### src/hdl/sccr_pkg.sv
// sccr_pkg: shared types and constants of the sector cache clock replacement engine.
// Used by sccr_cell, sccr_ctrl and sector_cache_clock_replacement_top.
`timescale 1ns / 1ps
package sccr_pkg;

	localparam int SLOT_COUNT_DEF = 64;
	localparam int SECTOR_W       = 32;
	localparam int SLOT_W         = 6;
	localparam int OP_W           = 2;

	localparam logic [OP_W-1:0] OP_READ  = 2'd0;
	localparam logic [OP_W-1:0] OP_WRITE = 2'd1;
	localparam logic [OP_W-1:0] OP_FLUSH = 2'd2;

	// broadcast command from the controller to every cell
	typedef struct packed {
		logic                latch_match;
		logic                hit_upd;
		logic                is_write;
		logic                use_scan;
		logic                hand_adv;
		logic                scan_inject;
		logic                clr_ref;
		logic                clr_dirty;
		logic                install;
		logic [SECTOR_W-1:0] sector;
	} cell_ctrl_t;

	// status of one cell; all but match are zero unless the cell is selected
	typedef struct packed {
		logic                match;
		logic                valid;
		logic                refd;
		logic                dirty;
		logic [SECTOR_W-1:0] tag;
	} cell_stat_t;

	// status of the selected cell, reduced over the row
	typedef struct packed {
		logic                any_match;
		logic                valid;
		logic                refd;
		logic                dirty;
		logic [SECTOR_W-1:0] tag;
	} look_t;

endpackage

### src/hdl/sccr_cell.sv
// sccr_cell: one cache slot (tag, valid, reference, dirty) with its share of the
// clock hand token and the flush scan token. Depends on sccr_pkg.
`timescale 1ns / 1ps
module sccr_cell import sccr_pkg::*; #(
	parameter bit HAND_INIT = 1'b0
) (
	input  logic       clk,
	input  logic       arst_n,
	input  cell_ctrl_t ctrl,
	input  logic       hand_i,
	input  logic       scan_i,
	output logic       hand_o,
	output logic       scan_o,
	output cell_stat_t stat
);

	logic                tag_valid_q;
	logic                refd_q;
	logic                dirty_q;
	logic                match_q;
	logic                hand_q;
	logic                scan_q;
	logic [SECTOR_W-1:0] tag_q;
	logic                sel;

	assign sel = ctrl.use_scan ? scan_q : hand_q;

	always_ff @(posedge clk or negedge arst_n) begin
		if (!arst_n) begin
			tag_valid_q <= 1'b0;
			refd_q      <= 1'b0;
			dirty_q     <= 1'b0;
			match_q     <= 1'b0;
			hand_q      <= HAND_INIT;
			scan_q      <= 1'b0;
		end else begin
			scan_q <= scan_i;
			if (ctrl.hand_adv) begin
				hand_q <= hand_i;
			end
			if (ctrl.latch_match) begin
				match_q <= tag_valid_q && (tag_q == ctrl.sector);
			end
			if (ctrl.hit_upd && match_q) begin
				refd_q <= 1'b1;
				if (ctrl.is_write) begin
					dirty_q <= 1'b1;
				end
			end
			if (sel && ctrl.clr_ref) begin
				refd_q <= 1'b0;
			end
			if (sel && ctrl.clr_dirty) begin
				dirty_q <= 1'b0;
			end
			if (sel && ctrl.install) begin
				tag_valid_q <= 1'b1;
				refd_q      <= 1'b1;
				dirty_q     <= ctrl.is_write;
			end
		end
	end

	always_ff @(posedge clk) begin
		if (sel && ctrl.install) begin
			tag_q <= ctrl.sector;
		end
	end

	assign hand_o     = hand_q;
	assign scan_o     = scan_q;
	assign stat.match = match_q;
	assign stat.valid = sel & tag_valid_q;
	assign stat.refd  = sel & refd_q;
	assign stat.dirty = sel & dirty_q;
	assign stat.tag   = sel ? tag_q : '0;

endmodule

### src/hdl/sccr_ctrl.sv
// sccr_ctrl: request sequencer (lookup, clock sweep, flush scan) and result registers.
// Depends on sccr_pkg; drives the cell row of sector_cache_clock_replacement_top.
`timescale 1ns / 1ps
module sccr_ctrl import sccr_pkg::*; #(
	parameter int SLOT_COUNT = SLOT_COUNT_DEF,
	parameter int IDX_W      = $clog2(SLOT_COUNT)
) (
	input  logic                clk,
	input  logic                arst_n,
	input  logic                start,
	input  logic [OP_W-1:0]     op,
	input  logic [SECTOR_W-1:0] sector,
	input  look_t               look,
	input  logic [IDX_W-1:0]    hit_idx,
	output cell_ctrl_t          ctrl,
	output logic                busy,
	output logic                valid,
	output logic [SLOT_W-1:0]   slot,
	output logic                hit,
	output logic                fill_needed,
	output logic                writeback_needed,
	output logic [SECTOR_W-1:0] writeback_sector,
	output logic                last
);

	localparam logic [2:0] ST_IDLE   = 3'd0;
	localparam logic [2:0] ST_LOOKUP = 3'd1;
	localparam logic [2:0] ST_RESOLV = 3'd2;
	localparam logic [2:0] ST_SWEEP  = 3'd3;
	localparam logic [2:0] ST_SCAN   = 3'd4;
	localparam logic [2:0] ST_FEND   = 3'd5;
	localparam logic [IDX_W-1:0] IDX_LAST = IDX_W'(SLOT_COUNT - 1);

	logic [2:0]          state_q, state_d;
	logic [OP_W-1:0]     op_q;
	logic [SECTOR_W-1:0] sector_q;
	logic [IDX_W-1:0]    hand_idx_q, scan_idx_q;
	logic                pend_q;
	logic [IDX_W-1:0]    pend_slot_q;
	logic [SECTOR_W-1:0] pend_tag_q;
	logic                valid_q, hit_q, fill_q, wb_q, last_q;
	logic [SLOT_W-1:0]   slot_q;
	logic [SECTOR_W-1:0] wbs_q;

	logic                accept;
	logic                emit, e_hit, e_fill, e_wb, e_last;
	logic [IDX_W-1:0]    e_idx;
	logic [SECTOR_W-1:0] e_wbs;
	logic [31:0]         e_idx_wide;
	logic                take;

	assign busy   = (state_q != ST_IDLE);
	assign accept = start && !busy;
	assign take   = !look.valid || !look.refd;

	always_comb begin
		state_d          = state_q;
		ctrl             = '0;
		ctrl.sector      = sector_q;
		ctrl.is_write    = (op_q == OP_WRITE);
		ctrl.scan_inject = accept && (op == OP_FLUSH);
		emit   = 1'b0;
		e_idx  = '0;
		e_hit  = 1'b0;
		e_fill = 1'b0;
		e_wb   = 1'b0;
		e_wbs  = '0;
		e_last = 1'b1;
		case (state_q)
			ST_IDLE: begin
				if (accept) begin
					if (op == OP_FLUSH) begin
						state_d = ST_SCAN;
					end else if (op == OP_READ || op == OP_WRITE) begin
						state_d = ST_LOOKUP;
					end
				end
			end
			ST_LOOKUP: begin
				ctrl.latch_match = 1'b1;
				state_d          = ST_RESOLV;
			end
			ST_RESOLV: begin
				if (look.any_match) begin
					ctrl.hit_upd = 1'b1;
					emit         = 1'b1;
					e_idx        = hit_idx;
					e_hit        = 1'b1;
					state_d      = ST_IDLE;
				end else begin
					state_d = ST_SWEEP;
				end
			end
			ST_SWEEP: begin
				ctrl.clr_ref  = 1'b1;
				ctrl.hand_adv = 1'b1;
				if (take) begin
					ctrl.install = 1'b1;
					emit         = 1'b1;
					e_idx        = hand_idx_q;
					e_fill       = 1'b1;
					e_wb         = look.dirty;
					e_wbs        = look.dirty ? look.tag : '0;
					state_d      = ST_IDLE;
				end
			end
			ST_SCAN: begin
				ctrl.use_scan = 1'b1;
				if (look.dirty) begin
					ctrl.clr_dirty = 1'b1;
					if (pend_q) begin
						emit   = 1'b1;
						e_idx  = pend_slot_q;
						e_wb   = 1'b1;
						e_wbs  = pend_tag_q;
						e_last = 1'b0;
					end
				end
				if (scan_idx_q == IDX_LAST) begin
					state_d = ST_FEND;
				end
			end
			ST_FEND: begin
				emit    = 1'b1;
				e_idx   = pend_q ? pend_slot_q : '0;
				e_wb    = pend_q;
				e_wbs   = pend_q ? pend_tag_q : '0;
				state_d = ST_IDLE;
			end
			default: begin
				state_d = ST_IDLE;
			end
		endcase
	end

	assign e_idx_wide = 32'(e_idx);

	always_ff @(posedge clk or negedge arst_n) begin
		if (!arst_n) begin
			state_q    <= ST_IDLE;
			hand_idx_q <= '0;
			scan_idx_q <= '0;
			pend_q     <= 1'b0;
			valid_q    <= 1'b0;
		end else begin
			state_q <= state_d;
			valid_q <= emit;
			if (ctrl.hand_adv) begin
				hand_idx_q <= (hand_idx_q == IDX_LAST) ? '0 : hand_idx_q + 1'b1;
			end
			if (accept) begin
				scan_idx_q <= '0;
			end else if (state_q == ST_SCAN && scan_idx_q != IDX_LAST) begin
				scan_idx_q <= scan_idx_q + 1'b1;
			end
			if (state_q == ST_SCAN && look.dirty) begin
				pend_q <= 1'b1;
			end else if (state_q == ST_FEND) begin
				pend_q <= 1'b0;
			end
		end
	end

	always_ff @(posedge clk) begin
		if (accept) begin
			op_q     <= op;
			sector_q <= sector;
		end
		if (state_q == ST_SCAN && look.dirty) begin
			pend_slot_q <= scan_idx_q;
			pend_tag_q  <= look.tag;
		end
		if (emit) begin
			slot_q <= e_idx_wide[SLOT_W-1:0];
			hit_q  <= e_hit;
			fill_q <= e_fill;
			wb_q   <= e_wb;
			wbs_q  <= e_wbs;
			last_q <= e_last;
		end
	end

	assign valid            = valid_q;
	assign slot             = slot_q;
	assign hit              = hit_q;
	assign fill_needed      = fill_q;
	assign writeback_needed = wb_q;
	assign writeback_sector = wbs_q;
	assign last             = last_q;

endmodule

### src/hdl/sector_cache_clock_replacement_top.sv
// sector_cache_clock_replacement_top: tag and clock replacement engine of a fully
// associative write-back sector cache. Depends on sccr_pkg, sccr_cell, sccr_ctrl.
//
// Usage:
//   A request (op, sector) is taken on a rising edge with start high and busy low.
//   op read or write gives one result, flush gives one result per dirty slot in
//   ascending order (or a single empty result), op code 3 is dropped silently.
//   Each result is shown on the result ports for one cycle with valid high; last
//   marks the final result of a request. The receiver cannot stall the block.
//   A read or write first latches the tag match of every slot, then resolves it;
//   a hit's result is registered from the resolve step, and a miss sweeps the clock
//   hand over at most SLOT_COUNT + 1 slots to find an empty or unreferenced victim.
//   A flush scans one slot per cycle. busy stays high until the final result is on
//   the ports, so one request is in flight at a time; the sweep and scan over the
//   cell row set the rate.
//   Reset empties every slot and puts the clock hand on slot 0; no clearing pass
//   is needed, the block takes a request in the first cycle after reset.
`timescale 1ns / 1ps
module sector_cache_clock_replacement_top import sccr_pkg::*; #(
	parameter int SLOT_COUNT = SLOT_COUNT_DEF
) (
	input  logic                clk,
	input  logic                arst_n,
	input  logic                start,
	input  logic [OP_W-1:0]     op,
	input  logic [SECTOR_W-1:0] sector,
	output logic                busy,
	output logic                valid,
	output logic [SLOT_W-1:0]   slot,
	output logic                hit,
	output logic                fill_needed,
	output logic                writeback_needed,
	output logic [SECTOR_W-1:0] writeback_sector,
	output logic                last
);

	localparam int IDX_W = $clog2(SLOT_COUNT);

	cell_ctrl_t              ctrl;
	cell_stat_t              stat [SLOT_COUNT];
	logic [SLOT_COUNT-1:0]   hand_vec;
	logic [SLOT_COUNT-1:0]   scan_vec;
	look_t                   look;
	logic [IDX_W-1:0]        hit_idx;

	for (genvar i = 0; i < SLOT_COUNT; i++) begin : g_cell
		sccr_cell #(
			.HAND_INIT(i == 0)
		) u_cell (
			.clk    (clk),
			.arst_n (arst_n),
			.ctrl   (ctrl),
			.hand_i (hand_vec[(i + SLOT_COUNT - 1) % SLOT_COUNT]),
			.scan_i ((i == 0) ? ctrl.scan_inject : scan_vec[(i + SLOT_COUNT - 1) % SLOT_COUNT]),
			.hand_o (hand_vec[i]),
			.scan_o (scan_vec[i]),
			.stat   (stat[i])
		);
	end

	always_comb begin
		look    = '0;
		hit_idx = '0;
		for (int i = 0; i < SLOT_COUNT; i++) begin
			look.any_match = look.any_match | stat[i].match;
			look.valid     = look.valid | stat[i].valid;
			look.refd      = look.refd | stat[i].refd;
			look.dirty     = look.dirty | stat[i].dirty;
			look.tag       = look.tag | stat[i].tag;
			if (stat[i].match) begin
				hit_idx = hit_idx | IDX_W'(i);
			end
		end
	end

	sccr_ctrl #(
		.SLOT_COUNT (SLOT_COUNT),
		.IDX_W      (IDX_W)
	) u_ctrl (
		.clk              (clk),
		.arst_n           (arst_n),
		.start            (start),
		.op               (op),
		.sector           (sector),
		.look             (look),
		.hit_idx          (hit_idx),
		.ctrl             (ctrl),
		.busy             (busy),
		.valid            (valid),
		.slot             (slot),
		.hit              (hit),
		.fill_needed      (fill_needed),
		.writeback_needed (writeback_needed),
		.writeback_sector (writeback_sector),
		.last             (last)
	);

	a_hand_onehot: assert property (@(posedge clk) disable iff (!arst_n)
		$onehot(hand_vec))
		else $error("clock hand token lost or duplicated");

	a_scan_onehot0: assert property (@(posedge clk) disable iff (!arst_n)
		$onehot0(scan_vec))
		else $error("more than one flush scan token");

	a_result_in_request: assert property (@(posedge clk) disable iff (!arst_n)
		valid |-> $past(busy))
		else $error("result without a request in flight");

	a_hit_clean: assert property (@(posedge clk) disable iff (!arst_n)
		(valid && hit) |-> (!fill_needed && !writeback_needed))
		else $error("hit result asks for fill or write-back");

endmodule

### config.mk
export PLATFORM = sky130hd
export DESIGN_NAME = sector_cache_clock_replacement_top
export DESIGN_NICKNAME = d
export VERILOG_FILES = /design/src/hdl/sccr_pkg.sv /design/src/hdl/sccr_cell.sv /design/src/hdl/sccr_ctrl.sv /design/src/hdl/sector_cache_clock_replacement_top.sv
export SDC_FILE = /design/constraint.sdc
export NUM_CORES = 2
export LEC_CHECK = 0
export BUFFER_PORTS_ARGS = -buffer_cell sky130_fd_sc_hd__buf_2
export CORE_MARGIN = 5
export CORE_UTILIZATION = 60
export CTS_CLUSTER_DIAMETER = 100
export DETAILED_ROUTE_END_ITERATION = 7
export PLACE_DENSITY = 0.88
export SKIP_CTS_REPAIR_TIMING = 1
export SLEW_MARGIN = 20
export SYNTH_ARGS = -nofsm -noshare
export SYNTH_HDL_FRONTEND = slang
export SYNTH_HIERARCHICAL = 1
export SYNTH_SLANG_ARGS = --single-unit
### constraint.sdc
create_clock -name clk -period 17.35 [get_ports clk]
set_input_delay 0.8675 -clock clk [delete_from_list [all_inputs] [get_ports clk]]
set_output_delay 0.8675 -clock clk [all_outputs]
set_load 0.01 [all_outputs]
# == After elaboration in Yosys (flattened, before gate mapping) ==
# Index checks and enable logic that the tools add are counted.
# totals
elab_cells,2350
in_bits,37
reg_bits,2563
output_inout_bits,44
# op_classes
bitwise,507
n_mux,708
eq_ne,79
n_reduce_logical,591
addsub,2
# op_table
op,count
32-bit two-way mux,72
32-bit == test,64
32-bit OR,63
3-bit nonzero test,193
1-bit two-way mux,541
1-bit logical AND,324
6-bit two-way mux,45
1-bit OR,252
1-bit bitwise AND,192
2-bit AND reduction,64
32-bit one-hot mux with 3 select lines,1
5-bit two-way mux,16
3-bit two-way mux,18
4-bit two-way mux,8
6-bit one-hot mux with 4 select lines,1
3-bit one-hot mux with 5 select lines,1
6-bit by 1-bit adder with 6-bit output (second input constant),2
6-bit == test (second input constant),2
3-bit by 2-bit == test with 1-bit output (second input constant),2
3-bit == test (second input constant),2
2-bit two-way mux,3
2-bit by 1-bit inequality test with 1-bit output (second input constant),3
6-bit inequality test (second input constant),1
2-bit by 1-bit == test with 1-bit output (second input constant),2
other kinds (11),15

# == Logic depth before layout (Yosys ltp) ==
# logic_depth
depth_word,75
depth_mapped,15
mapped_depth_nobuf,12

# == Cells and area by module ==
# Netlist, hierarchy kept.
# modules_own_cells
mod,instances,seq_area_each_um2,cells_per_inst,area_per_inst_um2
sccr_cell at g_cell[10].u_cell ...,63,1111.1,138,1821.7
sccr_ctrl,1,3848.7,326,5097.4
sector_cache_clock_replacement_top,1,0.0,785,4986.0
sccr_cell at g_cell[0].u_cell,1,1112.3,138,1823.0

# == Worst setup path before layout ==
# Ideal clock, no wire load.
# synth_timing
path_kind,reg-to-reg
startpoint,register u_ctrl.state_q[0]
endpoint,"register u_ctrl.fill_q, in the netlist u_ctrl/fill_needed, enable pin"
stages_incl_launch_ff,12
n_path_buf,2
period_less_slack_ns,7.531
slack_ns,9.819
t_required_ns,16.896
setup_time_ns,0.454
arrival_ns,7.077
path_cell_list,dfrtp_1 buf_6 nor3b_4 mux2i_1 clkbuf_1 nor2b_1 nor4_1 nand4_1 or4_1 and2_4 a21oi_2 a21boi_1
# synth_rtl
item,line_no,text
from (decl),sccr_ctrl.sv:34,"logic [2:0] state_q, state_d;"
from (signal assigned),sccr_ctrl.sv:146,state_q <= state_d;
to (signal assigned),sccr_ctrl.sv:176,fill_q <= e_fill;
to (decl),sccr_ctrl.sv:41,"logic valid_q, hit_q, fill_q, wb_q, last_q;"

==> impl_metrics.env <==
export IMPL_routed_wl_um=417000
export IMPL_yosysTopAreaCell="edfxtp_1"
export IMPL_p_per_area_mw_per_mm2=110
export IMPL_clock_latency_ps=980
export IMPL_worst_setup_path_end_kind="flop"
export IMPL_p_leak_nw=47.4
export IMPL_period_share_pct=46.1
export IMPL_dpl_cell_area_mm2=0.132
export IMPL_initial_utilization_pct=60.4
export IMPL_finalNonFillerCells=13300
export IMPL_clkTransAtPathRegs_ps=60
export IMPL_required_ps=17900
export IMPL_slew_viol_final=0
export IMPL_fillers=14800
export IMPL_fin_area_mm2=0.141
export IMPL_area_growth_pct=11.4
export IMPL_drt_iter0_markers=11200
export IMPL_synthesis_nets=9984
export IMPL_numCtsBuffers=284
export IMPL_tightest_slew_ps=1390
export IMPL_multi_input_area_mm2=0.0506
export IMPL_drc=0
export IMPL_synth_edf_count=2162
export IMPL_synthArstFlopShare_pct=15.6
export IMPL_yosys_warnings=6
export IMPL_ios=81
export IMPL_grt_overflow_total=0
export IMPL_syn_area_mm2=0.127
export IMPL_num_rows=168
export IMPL_grt_pass1_wl_um=589000
export IMPL_slew_headroom_pct=6.29
export IMPL_gr_usage_all_layers_pct=36.6
export IMPL_start_kind="flop"
export IMPL_synth_cell_types=55
export IMPL_maxCapViolCount=0
export IMPL_synth_flop_cell="edfxtp_1"
export IMPL_via_per_inst=6.46
export IMPL_tns_ps=0
export IMPL_ant_nets=0
export IMPL_peakVddDrop_uv=132
export IMPL_nNetsFinal=10300
export IMPL_synth_area_per_cell_um2=12.7
export IMPL_ys_seq_area_share_pct=59.2
export IMPL_worstReg2RegEnd="g_cell[27].u_cell/tag_q[26]$_DFFE_PP_"
export IMPL_grt_pass1_vias=83100
export IMPL_cts_sinks=2563
export IMPL_outcome="finished clean"
export IMPL_core_mm2=0.210
export IMPL_clk_path_buf_depth=4
export IMPL_synth_most_common_cell="nor2b_1"
export IMPL_crit_end="g_cell[27].u_cell/tag_q[26]$_DFFE_PP_"
export IMPL_hp_class="in2async"
export IMPL_critical_path_max_fanout=46
export IMPL_dieArea_mm2=0.220
export IMPL_reg2regPathDepth=14
export IMPL_antenna_found_initial=61
export IMPL_synthTopCellsByArea="edfxtp_1, nor2b_1, xor2_1"
export IMPL_cts_root_buffer="clkbuf_16"
export IMPL_critPathLaunch="u_ctrl/state_q[0]$_DFFE_PN0P_"
export IMPL_grt_max_degree=128
export IMPL_routedWlPerCell_um=31.4
export IMPL_clock_skew_ps=80.8
export IMPL_cts_tree="yes"
export IMPL_placed_cells=12700
export IMPL_critPathArrivalTime_ps=8560
export IMPL_drive_gt1_share_pct=11.0
export IMPL_reg2reg_slack_ps=9340
export IMPL_rsz0062_at_grt="false"
export IMPL_vias=85700
export IMPL_synthCells=9943
export IMPL_fp_dieH_um=469
export IMPL_die_x_um=469
export IMPL_regArea_mm2=0.0750
export IMPL_fmax_mhz=125
export IMPL_period_minus_slack_ps=8010
export IMPL_synth_seq_cells=2563
export IMPL_r2r_start="u_ctrl/state_q[0]$_DFFE_PN0P_"
export IMPL_finalWeightedCongestion=1.01
export IMPL_yosysTopAreaCellShare_pct=51.3
export IMPL_path_class="reg2reg"
export IMPL_synth_commonest_cells="nor2b_1, edfxtp_1, xor2_1"
export IMPL_port_buffers=80
export IMPL_hold_viol_final=0
export IMPL_place_hpwl_um=291000
export IMPL_first_pass_iters=6
export IMPL_finalSetupViolations=0
export IMPL_htreeDepth=5
==> state kept, by name (all words and copies together), names as in the netlist, 2 cells and up <==
register,flops
g_cell.u_cell/tag_valid_q,64
u_ctrl/op_q,2
u_ctrl/pend_slot_q,6
u_ctrl/writeback_sector,32
u_ctrl/slot,6
g_cell.u_cell/scan_o,64
g_cell.u_cell/hand_o,64
g_cell.u_cell/refd_q,64
u_ctrl/sector_q,32
u_ctrl/hand_idx_q,6
u_ctrl/scan_idx_q,6
g_cell.u_cell/dirty_q,64
u_ctrl/state_q,3
g_cell.u_cell/match_q,64
u_ctrl/pend_tag_q,32
g_cell.u_cell/tag_q,2048
==> final cells by class <==
class                   count  area share (%)
flip-flops and latches   2563            53.1
multi-input cells        6912            35.9
clock buffers             365            5.52
well taps                2805            2.49
repair buffers            327            1.73
clock inverters           125           0.811
inverters                 132           0.355
diodes                     52          0.0922
==> layout by cell type, fill, tap and decap left out, types with 79 or more instances in the layout <==
cell,Yosys,final
dfrtp_1,400,400
xnor2_1,770,770
xor2_1,1283,1283
buf_4,69,233
clkbuf_16,0,293
buf_2,69,79
nor4_1,898,864
nand4_1,340,340
nand2b_1,130,130
nand2_1,218,218
nor2b_1,2306,2305
edfxtp_1,2162,2162
inv_1,131,86
nor2_1,107,106
o21ai_0,199,199
or4_1,116,116
==> report_power, final <==
part	total, mW	internal, mW	leakage, nW	switching (mW)
registers	7.07	6.99	25.1	0.0836
logic	2.60	0.703	17.9	1.89
clock network	5.88	3.46	4.39	2.42
==> cell families after synthesis <==
group	share of synthesized area [%]
fa+ha+maj	0.0395
flops	59.2
compound gates	2.04
mux	1.08
buf+inv	1.69
simple gates	21.8
xor+xnor	14.2
==> per-layer routing <==
metal	vias up	global-route usage [%]	part of all wire, %
met5	-	0	0.045
met4	28	23.1	7.8
met3	1257	9.22	11
met2	5321	55.1	44
met1	43000	47.8	37
li1	36100	-	-
==> how the worst min path moves through the flow <==
stage	slack, ps	startpoint	to
after floorplan	350	g_cell[9].u_cell/scan_o$_DFF_PN0_	g_cell[10].u_cell/scan_o$_DFF_PN0_
after global placement	410	g_cell[15].u_cell/scan_o$_DFF_PN0_	g_cell[16].u_cell/scan_o$_DFF_PN0_
after detailed placement	410	g_cell[58].u_cell/scan_o$_DFF_PN0_	g_cell[59].u_cell/scan_o$_DFF_PN0_
after CTS	30	arst_n	g_cell[49].u_cell/match_q$_DFFE_PN0P_
after global routing	80	arst_n	g_cell[47].u_cell/match_q$_DFFE_PN0P_
final	20	arst_n	g_cell[49].u_cell/match_q$_DFFE_PN0P_
==> critical path, stage by stage, from the launching register on <==
cell      delay (ps)
dfrtp_1          580
nor3b_4          770
buf_12           620
mux2i_4          340
buf_4            400
nor2b_1          100
nor4_1           740
nand4_1          500
or4_1            630
and2_1           260
nor2_4           630
buf_4            580
buf_4            490
nand2b_1         210
inv_2            580
==> metrics by stage <==
step	util (%)	setup WS, ps	hold WS [ps]	power [mW]
3_5_place_dp	62.9	9200	414	9.73
3_3_place_gp	62.9	9390	411	9.66
2_1_floorplan	-	9820	353	8.80
6_report	67.3	9340	23.7	15.5
5_1_grt	67.2	9230	75.4	15.9
4_1_cts	67.1	9140	26.4	15.5
Note: power is estimated with default switching activity, not from simulation.
